==> src/hdl/servo_lid_gesture_controller_defines.svh <==
// Assertion macros for the servo lid controller.
// SLGC_ASSERT_NOW: consequent checked in the same cycle as the antecedent.
// SLGC_ASSERT_NEXT: consequent checked in the cycle after the antecedent.
`ifndef SERVO_LID_GESTURE_CONTROLLER_DEFINES_SVH
`define SERVO_LID_GESTURE_CONTROLLER_DEFINES_SVH
`ifndef SYNTHESIS
`define SLGC_ASSERT_NOW(label, ante, cons, msg) \
	label: assert property (@(posedge clk) disable iff (!arst_n) (ante) |-> (cons)) \
		else $error(msg);
`define SLGC_ASSERT_NEXT(label, ante, cons, msg) \
	label: assert property (@(posedge clk) disable iff (!arst_n) (ante) |=> (cons)) \
		else $error(msg);
`else
`define SLGC_ASSERT_NOW(label, ante, cons, msg)
`define SLGC_ASSERT_NEXT(label, ante, cons, msg)
`endif
`endif

==> src/hdl/slgc_pkg.sv <==
`timescale 1ns / 1ps
package slgc_pkg;

	localparam int S_TDATA_W = 48;
	localparam int M_TDATA_W = 16;
	localparam int IN_ITEM_W = 42;
	localparam int OUT_ITEM_W = 12;
	localparam int CFG_IDX_W = 3;
	localparam int CFG_DATA_W = 16;

	typedef enum logic [CFG_IDX_W-1:0] {
		CFG_CLOSE_ANGLE   = 3'd0,
		CFG_OPEN_ANGLE    = 3'd1,
		CFG_RAMP_STEP     = 3'd2,
		CFG_PRESS_WINDOW  = 3'd3,
		CFG_HOLD_CLOSE    = 3'd4
	} cfg_index_t;

	localparam logic [7:0]  CLOSE_ANGLE_RST  = 8'd53;
	localparam logic [7:0]  OPEN_ANGLE_RST   = 8'd75;
	localparam logic [7:0]  RAMP_STEP_RST    = 8'd100;
	localparam logic [15:0] PRESS_WINDOW_RST = 16'd500;
	localparam logic [15:0] HOLD_CLOSE_RST   = 16'd800;

	// remote switch gesture steps
	localparam logic [1:0] RS_IDLE  = 2'd0;
	localparam logic [1:0] RS_ARMED = 2'd1;
	localparam logic [1:0] RS_FIRED = 2'd2;

	localparam logic [1:0] PRESS_OPEN = 2'd2;
	localparam logic [1:0] PRESS_MAX  = 2'd3;

	// declared MSB first, so the last field (starting) lands in bit 0
	typedef struct packed {
		logic [31:0] now_ticks;
		logic        clear_sentry;
		logic        buff_hit_active;
		logic        key_x_and_g;
		logic        key_close_any;
		logic        key_s;
		logic        key_r;
		logic        sw1_up;
		logic        sw2_middle;
		logic        key_mode;
		logic        starting;
	} in_item_t;

	typedef struct packed {
		logic       sentry_flag;
		logic       open_pulse;
		logic       lid_opening;
		logic       lid_open;
		logic [7:0] pwm_value;
	} out_item_t;

	typedef struct packed {
		logic [7:0]  close_angle;
		logic [7:0]  open_angle;
		logic [7:0]  ramp_step;
		logic [15:0] double_press_window;
		logic [15:0] hold_close_time;
	} cfg_t;

endpackage

==> src/hdl/servo_lid_gesture_controller.sv <==
`timescale 1ns / 1ps
// Servo lid controller, one control tick per item. An item is taken in every
// clock cycle while results are being taken: the input register feeds the step
// logic (remote gesture, keyboard double press and hold, ramp and clamp, sentry
// flag) whose result goes into the output register, from which it is offered.
// While a result waits unaccepted, one more item is taken into the input
// register and after that the input is held off until the result goes.
// Registers are written through cfg_we/cfg_index/cfg_data; the user must do so
// only while no item is in flight, and the block itself does not enforce this.
module servo_lid_gesture_controller import slgc_pkg::*; (
	input  logic                  clk,
	input  logic                  arst_n,
	input  logic                  cfg_we,
	input  logic [CFG_IDX_W-1:0]  cfg_index,
	input  logic [CFG_DATA_W-1:0] cfg_data,
	input  logic                  s_tvalid,
	output logic                  s_tready,
	// starting, key_mode, sw2_middle, sw1_up, key_r, key_s, key_close_any,
	// key_x_and_g, buff_hit_active, clear_sentry, now_ticks[31:0], zero pad
	input  logic [S_TDATA_W-1:0]  s_tdata,
	output logic                  m_tvalid,
	input  logic                  m_tready,
	// pwm_value[7:0], lid_open, lid_opening, open_pulse, sentry_flag, zero pad
	output logic [M_TDATA_W-1:0]  m_tdata
);

	cfg_t      cfg_q;
	in_item_t  item_s1;
	logic      valid_s1;
	out_item_t res_s2;
	logic      valid_s2;
	out_item_t res;
	logic      advance;

	assign advance  = valid_s1 && (!valid_s2 || m_tready);
	assign s_tready = !valid_s1 || advance;
	assign m_tvalid = valid_s2;
	assign m_tdata  = {{(M_TDATA_W-OUT_ITEM_W){1'b0}}, res_s2};

	always_ff @(posedge clk or negedge arst_n) begin
		if (!arst_n) begin
			cfg_q.close_angle         <= CLOSE_ANGLE_RST;
			cfg_q.open_angle          <= OPEN_ANGLE_RST;
			cfg_q.ramp_step           <= RAMP_STEP_RST;
			cfg_q.double_press_window <= PRESS_WINDOW_RST;
			cfg_q.hold_close_time     <= HOLD_CLOSE_RST;
		end else if (cfg_we) begin
			case (cfg_index_t'(cfg_index))
				CFG_CLOSE_ANGLE:  cfg_q.close_angle         <= cfg_data[7:0];
				CFG_OPEN_ANGLE:   cfg_q.open_angle          <= cfg_data[7:0];
				CFG_RAMP_STEP:    cfg_q.ramp_step           <= cfg_data[7:0];
				CFG_PRESS_WINDOW: cfg_q.double_press_window <= cfg_data;
				CFG_HOLD_CLOSE:   cfg_q.hold_close_time     <= cfg_data;
				default: begin
				end
			endcase
		end
	end

	always_ff @(posedge clk or negedge arst_n) begin
		if (!arst_n) begin
			valid_s1 <= 1'b0;
			valid_s2 <= 1'b0;
		end else begin
			if (s_tvalid && s_tready) begin
				valid_s1 <= 1'b1;
			end else if (advance) begin
				valid_s1 <= 1'b0;
			end
			if (advance) begin
				valid_s2 <= 1'b1;
			end else if (m_tready) begin
				valid_s2 <= 1'b0;
			end
		end
	end

	always_ff @(posedge clk) begin
		if (s_tvalid && s_tready) begin
			item_s1 <= in_item_t'(s_tdata[IN_ITEM_W-1:0]);
		end
		if (advance) begin
			res_s2 <= res;
		end
	end

	slgc_core u_core (
		.clk     (clk),
		.arst_n  (arst_n),
		.advance (advance),
		.item    (item_s1),
		.cfg     (cfg_q),
		.res     (res)
	);

endmodule

==> src/hdl/slgc_core.sv <==
`timescale 1ns / 1ps
`include "servo_lid_gesture_controller_defines.svh"
module slgc_core import slgc_pkg::*; (
	input  logic      clk,
	input  logic      arst_n,
	input  logic      advance,
	input  in_item_t  item,
	input  cfg_t      cfg,
	output out_item_t res
);

	logic [1:0]  remote_step_q, remote_step_n;
	logic        key_open_q, key_open_n;
	logic        r_released_q, r_released_n;
	logic [1:0]  press_count_q, press_count_n;
	logic [31:0] last_r_time_q, last_r_time_n;
	logic [31:0] s_hold_start_q, s_hold_start_n;
	logic [7:0]  target_q, target_n;
	logic [7:0]  actual_q, actual_n;
	logic        from_remote_q, from_remote_n;
	logic        sentry_q, sentry_n;

	logic        pulse;
	logic [31:0] r_gap, s_gap;
	logic [8:0]  up_sum;
	logic [7:0]  down_val;

	always_comb begin
		remote_step_n  = remote_step_q;
		key_open_n     = key_open_q;
		r_released_n   = r_released_q;
		press_count_n  = press_count_q;
		last_r_time_n  = last_r_time_q;
		s_hold_start_n = s_hold_start_q;
		target_n       = target_q;
		actual_n       = actual_q;
		from_remote_n  = from_remote_q;
		pulse          = 1'b0;
		r_gap          = item.now_ticks - last_r_time_q;
		s_gap          = '0;
		up_sum         = '0;
		down_val       = '0;

		sentry_n = item.key_x_and_g | (sentry_q & ~item.clear_sentry);

		if (item.starting) begin
			target_n      = cfg.close_angle;
			actual_n      = cfg.close_angle;
			r_released_n  = 1'b1;
			press_count_n = '0;
		end else begin
			// release-then-raise of switch 1 with switch 2 held in the middle
			if (item.sw2_middle) begin
				if (item.sw1_up) begin
					if (remote_step_q == RS_ARMED) begin
						remote_step_n = RS_FIRED;
					end else if (remote_step_q == RS_FIRED) begin
						remote_step_n = RS_IDLE;
					end
				end else begin
					remote_step_n = RS_ARMED;
				end
			end else begin
				remote_step_n = RS_IDLE;
			end
			if (remote_step_n == RS_FIRED) begin
				target_n = (target_q == cfg.open_angle) ? cfg.close_angle : cfg.open_angle;
			end

			if (item.key_mode) begin
				if (from_remote_q) begin
					key_open_n    = 1'b0;
					target_n      = cfg.close_angle;
					from_remote_n = 1'b0;
				end
				if (!key_open_n) begin
					if (!item.key_r) begin
						r_released_n = 1'b1;
						if (r_gap > {16'b0, cfg.double_press_window}) begin
							press_count_n = '0;
						end
					end
					if (item.key_r && r_released_n && !item.buff_hit_active) begin
						last_r_time_n = item.now_ticks;
						r_released_n  = 1'b0;
						if (press_count_n != PRESS_MAX) begin
							press_count_n = press_count_n + 2'd1;
						end
					end
					if (press_count_n >= PRESS_OPEN) begin
						key_open_n     = 1'b1;
						target_n       = cfg.open_angle;
						s_hold_start_n = item.now_ticks;
						pulse          = 1'b1;
					end else begin
						target_n = cfg.close_angle;
					end
				end else begin
					if (!item.key_r) begin
						r_released_n = 1'b1;
					end
					if (!item.key_s) begin
						s_hold_start_n = item.now_ticks;
					end
					s_gap = item.now_ticks - s_hold_start_n;
					// on close the target only drops on the next keyboard tick
					if (s_gap > {16'b0, cfg.hold_close_time} || item.key_close_any) begin
						key_open_n = 1'b0;
					end else begin
						target_n = cfg.open_angle;
					end
					press_count_n = '0;
				end
			end else begin
				key_open_n    = 1'b0;
				r_released_n  = 1'b1;
				press_count_n = '0;
				from_remote_n = 1'b1;
			end
		end

		// ramp toward the target, clamped there
		if (actual_n < target_n) begin
			up_sum   = {1'b0, actual_n} + {1'b0, cfg.ramp_step};
			actual_n = (up_sum > {1'b0, target_n}) ? target_n : up_sum[7:0];
		end else if (actual_n > target_n) begin
			down_val = (actual_n > cfg.ramp_step) ? (actual_n - cfg.ramp_step) : 8'd0;
			actual_n = (down_val < target_n) ? target_n : down_val;
		end

		res.pwm_value   = actual_n;
		res.lid_open    = (actual_n == cfg.open_angle);
		res.lid_opening = (target_n == cfg.open_angle);
		res.open_pulse  = pulse;
		res.sentry_flag = sentry_n;
	end

	always_ff @(posedge clk or negedge arst_n) begin
		if (!arst_n) begin
			remote_step_q  <= RS_IDLE;
			key_open_q     <= 1'b0;
			r_released_q   <= 1'b1;
			press_count_q  <= '0;
			last_r_time_q  <= '0;
			s_hold_start_q <= '0;
			target_q       <= '0;
			actual_q       <= '0;
			from_remote_q  <= 1'b1;
			sentry_q       <= 1'b0;
		end else if (advance) begin
			remote_step_q  <= remote_step_n;
			key_open_q     <= key_open_n;
			r_released_q   <= r_released_n;
			press_count_q  <= press_count_n;
			last_r_time_q  <= last_r_time_n;
			s_hold_start_q <= s_hold_start_n;
			target_q       <= target_n;
			actual_q       <= actual_n;
			from_remote_q  <= from_remote_n;
			sentry_q       <= sentry_n;
		end
	end

	`SLGC_ASSERT_NEXT(a_start_closes, advance && item.starting,
		actual_q == $past(cfg.close_angle) && target_q == $past(cfg.close_angle),
		"starting item did not park the lid at the close angle")
	`SLGC_ASSERT_NEXT(a_sentry_sets, advance && item.key_x_and_g, sentry_q,
		"sentry flag not latched by X and G")
	`SLGC_ASSERT_NOW(a_pulse_opens, advance && res.open_pulse, res.lid_opening,
		"open pulse without an open target")
	`SLGC_ASSERT_NOW(a_key_open_rise, $rose(key_open_q),
		$past(advance && item.key_mode && !item.starting),
		"keyboard open state entered outside a keyboard item")

endmodule

==> config.mk <==
export PLATFORM = sky130hd
export DESIGN_NAME = servo_lid_gesture_controller
export DESIGN_NICKNAME = d
export VERILOG_FILES = /design/src/hdl/slgc_pkg.sv /design/src/hdl/servo_lid_gesture_controller.sv /design/src/hdl/slgc_core.sv
export VERILOG_INCLUDE_DIRS = /design/src /design/src/hdl
export SDC_FILE = /design/constraint.sdc
export NUM_CORES = 1
export LEC_CHECK = 0
export ABC_AREA = 1
export BUFFER_PORTS_ARGS = -buffer_cell sky130_fd_sc_hd__clkbuf_2
export CORE_MARGIN = 3
export CORE_UTILIZATION = 50
export DETAILED_ROUTE_END_ITERATION = 16
export PLACE_DENSITY = 0.67
export SYNTH_ARGS = -nofsm -noshare
export SYNTH_HDL_FRONTEND = slang
export SYNTH_SLANG_ARGS = --single-unit
==> constraint.sdc <==
create_clock -name clk -period 9.19 [get_ports clk]
set_input_delay 0.4595 -clock clk [delete_from_list [all_inputs] [get_ports clk]]
set_output_delay 0.4595 -clock clk [all_outputs]
set_load 0.02 [all_outputs]
==> metrics.md, run 1 <==
| Metric | Value |
|---|---|
| Initial antenna violation count | `0` |
| Crit. End Element | `flop` |
| Register bit count reported by yosys | `200` |
| Die area | `0.03427 mm^2` |
| Classification of the worst setup path | `reg2reg` |
| Post-layout minimum cycle time | `8.033 ns` |
| Final number of setup-violating endpoints | `0` |
| Clock Skew | `0.01941 ns` |
| Total power consumption of the routed design | `4.839 mW` |
| Post-route DRC | `0` |
| Initial Utilization | `51.63%` |
| Row cnt | `64` |
| Hold_ws | `0.04793 ns` |
| TritonCTS clock tree | `built` |
| Maximum clock rate | `0.1245 GHz` |
| Worst endpoint required time | `9.41 ns` |
| Critical Path Most Common Cell | `nand2_1` |
| Vertical die dimension | `185.1 um` |
| Run status | `complete, no violations` |
| Maximum number of pins on one net before global-route repair | `85` |
| Global placement routability congestion | `0.9411` |
| Top-Level Pins | `90` |
| Design area | `0.01739 mm^2` |
| Setup repair after global routing missed its margin | `false` |
| Final antenna-violating net count | `0` |
| CTS Root Cell | `clkbuf_16` |
| Final non-filler cell total | `2769` |
| Share of synthesized area occupied by flip-flops and latches | `33.06%` |
| Area post-placement | `0.01684 mm^2` |
| # H-tree levels | `4` |
| DRT Wirelength | `44.51 mm` |
| Count of endpoints failing hold in the final timing report | `0` |
| Clock-pin slew on the worst setup and hold paths | `0.08 ns` |
| Number of buffers added to fix hold violations after cts | `0` |
| Total negative setup slack | `0 ns` |
| Fraction of final layout cells with drive strength greater than 1 | `9.397%` |
| Hold WC Path Type | `in2async` |
| Number of global-route vias before repair | `13900` |
| Netlist area before placement | `0.01604 mm^2` |
| Antenna diodes | `0` |
| Utilization after layout | `55.98%` |
| Max Fanout on Critical Path | `16` |
| Number of instances resized during post-cts repair | `0` |
| Num CTS Buffers | `17` |
| Remaining max-slew budget at the tightest pin | `30.65%` |
| Die X | `185.1 um` |
| Maximum root-to-sink buffer count | `2` |
| Clock Sinks | `200` |
| Critical path's slowest cell | `edfxtp_1` |
| Pins Over Slew Limit | `0` |
| Final worst-path cycle share | `87.42%` |
| Clock Latency Late Sink | `0.46 ns` |
| Crit path launch | `item_s1[5]` |
| Total gr overflow | `0` |
| Crit path DAT | `8.25 ns` |
| Via Count | `14660` |
| Commonest cells after routing, fill and taps aside | `nand2_1, inv_1, o21ai_0, nor2_1, ha_1` |
| EDFF count, synth | `54` |
| Drt via density | `5.293` |
| Most common cell after layout, fill and taps aside | `nand2_1` |
| Critical Path Max Stage Delay | `0.62 ns` |
| Launching element type of the critical path | `flop` |
| Post-Syn Instances | `2296` |
| Peak supply drop | `199.9 uV` |
| Post-route setup slack | `1.157 ns` |
| Terminus of the critical flop-to-flop path | `m_tdata[8]` |
| Post-synthesis area per instance | `6.987 um^2` |
| Final nets | `2570` |
| Global-route wire length before repair | `71.75 mm` |
| Worst Tran Pin Value | `1.037 ns` |
| Global-route usage over all layers | `26.59%` |
| Pre-CTS WS | `1.246 ns` |
| Post-detail-place hpwl | `35.31 mm` |
| PD cells | `278.3 mW/mm^2` |
| Number of I/O port buffers | `79` |
| Total setup buffers inserted after CTS | `0` |
| Number of max-cap violations | `0` |
| Worst-case register-to-register setup slack | `1.16 ns` |
| Detailed-router iteration count before antenna repair | `5` |
| Core Footprint | `0.03107 mm^2` |
| Post-detailed-route wirelength per cell | `16.07 um` |
| Number of distinct standard cells referenced by the synthesized netlist | `54` |
| Area delta synth->final | `8.416%` |
| Yosys warnings | `0` |
| Initial DRC count | `921` |
| Main flop type after synthesis | `dfrtp_1` |
| Logic depth of the worst register-to-register path | `45` |
| Async set-reset flop share out of synthesis | `73.00%` |
| Launching point of the worst reg2reg path | `item_s1[5]` |
| Number of cells in the design after placement | `2737` |
| Static leakage | `9.189 nW` |
-- routing by layer --
layer  vias to the layer above  GRT usage (%)  share of wire, %
li1                       7489              -                 -
met1                      6741          34.17                45
met2                       349          45.68                48
met3                        76          2.710               3.5
met4                         0          11.43               4.1
met5                         -              0                 0
-- logic make-up (layout without fill, tap and decap cells) --
group / Yosys count / after routing / synth area share, %
buf+inv: 465 / 539 / 11.01
other cells: 1 / 4 / 0.02338
simple gates: 1039 / 1039 / 26.99
xor+xnor: 48 / 48 / 2.621
mux: 30 / 30 / 2.098
fa+ha+maj: 138 / 138 / 10.95
compound gates: 375 / 375 / 13.25
flops: 200 / 200 / 33.06
-- synthesized netlist by cell type, drive strengths merged (2+ instances only) --
master	number	area, um^2
xnor2	4	35.03
dfrtp	124	3103
nor3	17	85.08
a31oi	2	12.51
nand4	26	168.9
nand3	102	545.5
xor2	44	385.4
a221o	2	20.02
nor4	3	48.80
o21ai	193	965.9
inv	411	1543
nor2	157	609.3
and2	2	15.02
buf	10	55.05
o2111ai	8	70.07
o21bai	10	75.07
edfxtp	54	1622
or2	3	18.77
o211ai	51	382.9
clkbuf	40	152.6
dfstp	22	578.1
a21oi	91	459.2
ha	134	1677
o22ai	8	50.05
mux2	29	326.6
o21a	3	22.52
clkinv	4	15.01
nand3b	6	45.04
nand2	722	2788
fa	4	80.08
-- critical path: cells and delay by family (launching register included) --
kind	cells	cell delay, ns
buf+inv	4	0.63
flops	1	0.62
fa+ha+maj	4	1.27
simple gates	25	3.23
xor+xnor	1	0.22
compound gates	11	1.81
-- how the worst max path moves through the flow --
stage,endpoint,slack (ns)
after floorplan,m_tdata[8],2.72
after global placement,m_tdata[8],1.39
after detailed placement,m_tdata[8],1.25
after CTS,m_tdata[8],1.23
after global routing,m_tdata[8],0.45
final,m_tdata[8],1.16
-- sequential cells by signal, summed over array words and instances, names as in the netlist --
signal                 cells
m_tvalid                   1
cfg_q                     56
u_core.sentry_q            1
u_core.actual_q            8
u_core.last_r_time_q      32
valid_s1                   1
m_tdata                   12
u_core.target_q            8
u_core.s_hold_start_q     32
u_core.key_open_q          1
u_core.press_count_q       2
u_core.remote_step_q       2
u_core.from_remote_q       1
item_s1                   42
u_core.r_released_q        1
-- area by class of cell --
| type | instances | area, um^2 |
|---|---|---|
| Timing Repair Buffer | 92 | 499.2 |
| Multi-Input combinational cell | 1634 | 8990 |
| Clock inverter | 13 | 113.9 |
| Clock buffer | 19 | 432.9 |
| Inverter | 415 | 1558 |
| Fill cell | 3112 | 13680 |
| Sequential cell | 200 | 5303 |
| Tap cell | 396 | 495.5 |
-- power by group --
group	internal [mW]	switching (mW)	total [mW]
combinational	0.985	1.79	2.77
sequential	1.18	0.151	1.33
clock	0.356	0.378	0.734
total	2.52	2.32	4.84
Note: power is estimated with default switching activity, not from simulation.
==> run 2: changes to the inputs <==
--- a/config.mk
+++ b/config.mk
@@ -11,7 +11,8 @@
 export CORE_MARGIN = 3
 export CORE_UTILIZATION = 50
 export DETAILED_ROUTE_END_ITERATION = 16
-export PLACE_DENSITY = 0.67
+export PLACE_DENSITY = 0.69
 export SYNTH_ARGS = -nofsm -noshare
 export SYNTH_HDL_FRONTEND = slang
+export SYNTH_HIERARCHICAL = 1
 export SYNTH_SLANG_ARGS = --single-unit
==> run 2 against run 1 <==
Effect of this change:
- non-clock buffer count down 4
- sequential share of layout area fell by 0.95 points
- clock power is 2% lower
- wire length grew 3.4%
- global-route usage shrank 0.50 points
- die area is 3.5% higher
- worst hold slack lost 0.045 ns
- total power shrank 5.8%
- area after synthesis up 3.6%
- cell count rose by 7.7%
- critical endpoint unchanged
- highest routed layer unchanged
==> metrics.md, run 2 <==
| Metric | Value |
|---|---|
| Post-Syn Instances | `2472` |
| Number of distinct standard cells referenced by the synthesized netlist | `55` |
| TritonCTS clock tree | `built` |
| Post-detail-place hpwl | `36.09 mm` |
| Yosys warnings | `6` |
| Total negative setup slack | `0 ns` |
| Max Fanout on Critical Path | `53` |
| Number of global-route vias before repair | `15090` |
| Register bit count reported by yosys | `200` |
| Maximum root-to-sink buffer count | `2` |
| Worst endpoint required time | `9.41 ns` |
| Hold_ws | `0.003182 ns` |
| Number of fillers in the final layout | `3194` |
| Hold WC Path Type | `in2async` |
| Area delta synth->final | `7.979%` |
| Netlist area before placement | `0.01662 mm^2` |
| Final antenna-violating net count | `0` |
| Via Count | `15780` |
| Async set-reset flop share out of synthesis | `73.00%` |
| Number of instances resized during post-cts repair | `0` |
| Count of endpoints failing hold in the final timing report | `0` |
| Maximum number of pins on one net before global-route repair | `75` |
| Launching element type of the critical path | `flop` |
| Post-route setup slack | `0.9360 ns` |
| Critical path's slowest cell | `edfxtp_1` |
| Largest registers | `cfg_q (56), item_s1 (42)` |
| Number of max-cap violations | `0` |
| Critical Path Max Stage Delay | `0.63 ns` |
| Initial antenna violation count | `0` |
| Post-route DRC | `0` |
| # H-tree levels | `4` |
| Most common cell after layout, fill and taps aside | `nand2_1` |
| Pre-CTS WS | `1.193 ns` |
| Drt via density | `5.291` |
| Peak supply drop | `152.1 uV` |
| Global placement routability congestion | `0.9947` |
| Number of buffers added to fix hold violations after cts | `0` |
| Post-layout minimum cycle time | `8.254 ns` |
| Dominant cell type by area after synthesis | `nand2_1` |
| EDFF count, synth | `54` |
| Post-detailed-route wirelength per cell | `15.43 um` |
| Clock Skew | `0.01320 ns` |
| Core Footprint | `0.03262 mm^2` |
| Fraction of final layout cells with drive strength greater than 1 | `8.937%` |
| Setup repair after global routing missed its margin | `false` |
| Critical Path Most Common Cell | `nand2_1` |
| Classification of the worst setup path | `reg2reg` |
| Clock Latency Late Sink | `0.45 ns` |
| Final worst-path cycle share | `89.82%` |
| Die area | `0.03547 mm^2` |
| DRT Wirelength | `46.01 mm` |
| Num CTS Buffers | `17` |
| Top-Level Pins | `90` |
| Crit path DAT | `8.47 ns` |
| Worst Tran Pin Value | `1.098 ns` |
| Clock-pin slew on the worst setup and hold paths | `0.07 ns` |
| Run status | `complete, no violations` |
| Yosys top cell area share | `20.57%` |
| Total gr overflow | `0` |
| Row cnt | `66` |
| Largest register by flop count | `cfg_q` |
| Final number of setup-violating endpoints | `0` |
| Number of cells in the design after placement | `2950` |
| Most numerous cell in the Yosys netlist | `nand2_1` |
| Number of flip-flops in the largest register | `56` |
| Area of combinational cells with multiple inputs | `0.009494 mm^2` |
| Pins Over Slew Limit | `0` |
| Utilization after layout | `55.02%` |
| Initial DRC count | `1240` |
| Number of I/O port buffers | `79` |
| CTS Root Cell | `clkbuf_16` |
| Maximum clock rate | `0.1212 GHz` |
| Main flop type after synthesis | `dfrtp_1` |
| Clock Sinks | `200` |
| Crit. End Element | `flop` |
| Global-route wire length before repair | `74.75 mm` |
| Static leakage | `9.765 nW` |
| Die X | `188.3 um` |
| Initial Utilization | `50.96%` |
| Total setup buffers inserted after CTS | `0` |
| Detailed-router iteration count before antenna repair | `6` |
| Antenna diodes | `0` |
| PD cells | `254.1 mW/mm^2` |
| Commonest cells after routing, fill and taps aside | `nand2_1, inv_1, nor2_1, nand3_1, ha_1` |
| Vertical die dimension | `188.3 um` |
| Post-synthesis area per instance | `6.724 um^2` |
| Final non-filler cell total | `2982` |
| FF/Latch Area | `0.005303 mm^2` |
| Share of synthesized area occupied by flip-flops and latches | `31.90%` |
| Remaining max-slew budget at the tightest pin | `26.80%` |
| Final nets | `2737` |
| Top cell types by occurrence after synthesis | `nand2_1, inv_1, nand3_1, nor2_1, ha_1` |
| Global-route usage over all layers | `26.10%` |
| Cells taking the most area after synthesis | `nand2_1, dfrtp_1, ha_1` |
[run 2: stage by stage]
step / cell area [um^2] / total power, mW
floorplan: 16630 / 3.148
global placement: 17410 / 3.729
detailed placement: 17410 / 3.810
CTS: 17950 / 4.542
global route: 17950 / 4.982
finish: 17950 / 4.560
[run 2: final cells by class]
cell class	count	share of cell area, %
timing repair buffer	88	2.614
sequential	200	29.54
tap	442	3.081
clock inverter	7	0.2300
inverter	424	8.867
clock buffer	25	2.768
multi-input combinational	1796	52.90
[run 2: kinds of logic (layout without fill, tap and decap cells)]
family	Yosys count	after routing	synth area share, %
other cells	1	4	0.02256
flops	200	200	31.90
simple gates	1298	1298	32.77
xor+xnor	42	42	2.213
compound gates	314	314	11.38
buf+inv	479	544	11.15
fa+ha+maj	138	138	10.57
[run 2: worst paths after layout]
| path | from | end | slack, ns | cells past startpoint |
|---|---|---|---|---|
| setup / recovery | item_s1[5] | m_tdata[8] | 0.94 | 45 |
| hold / removal | arst_n | cfg_q[35] | 0.003 | 1 |
| setup reg to reg | item_s1[5] | m_tdata[8] | 0.94 | 45 |
| hold reg to reg | cfg_q[5] | cfg_q[5] | 0.47 | 2 |
| max in group asynchronous | arst_n | u_core/s_hold_start_q[20] | 7.76 | 2 |
| min in group clk | s_tdata[26] | item_s1[26] | 0.18 | 1 |
[run 2: power by group]
part / total (mW) / leakage [nW] / switching [mW] / internal [mW]
combinational: 2.55 / 7.15 / 1.68 / 0.872
sequential: 1.29 / 2.35 / 0.143 / 1.15
clock: 0.718 / 0.267 / 0.341 / 0.377
total: 4.56 / 9.77 / 2.16 / 2.40
[run 2: critical path: cells and delay by family, from the launching register on]
| kind | cells | cell delay [ns] |
|---|---|---|
| adder cells (fa/ha/maj) | 3 | 1.04 |
| flip-flops | 1 | 0.63 |
| AND/OR/NAND/NOR | 27 | 3.18 |
| AO/OA/AOI/OAI | 7 | 1.62 |
| buffers and inverters | 7 | 1.19 |
| XOR/XNOR | 1 | 0.32 |
[run 2: layer usage]
layer / routed length (um) / track usage (%) / vias up
li1: - / - / 7929
met1: 19870 / 32.74 / 7246
met2: 22160 / 45.45 / 501
met3: 2241 / 3.684 / 103
met4: 1739 / 10.46 / 0
met5: 0 / 0 / -
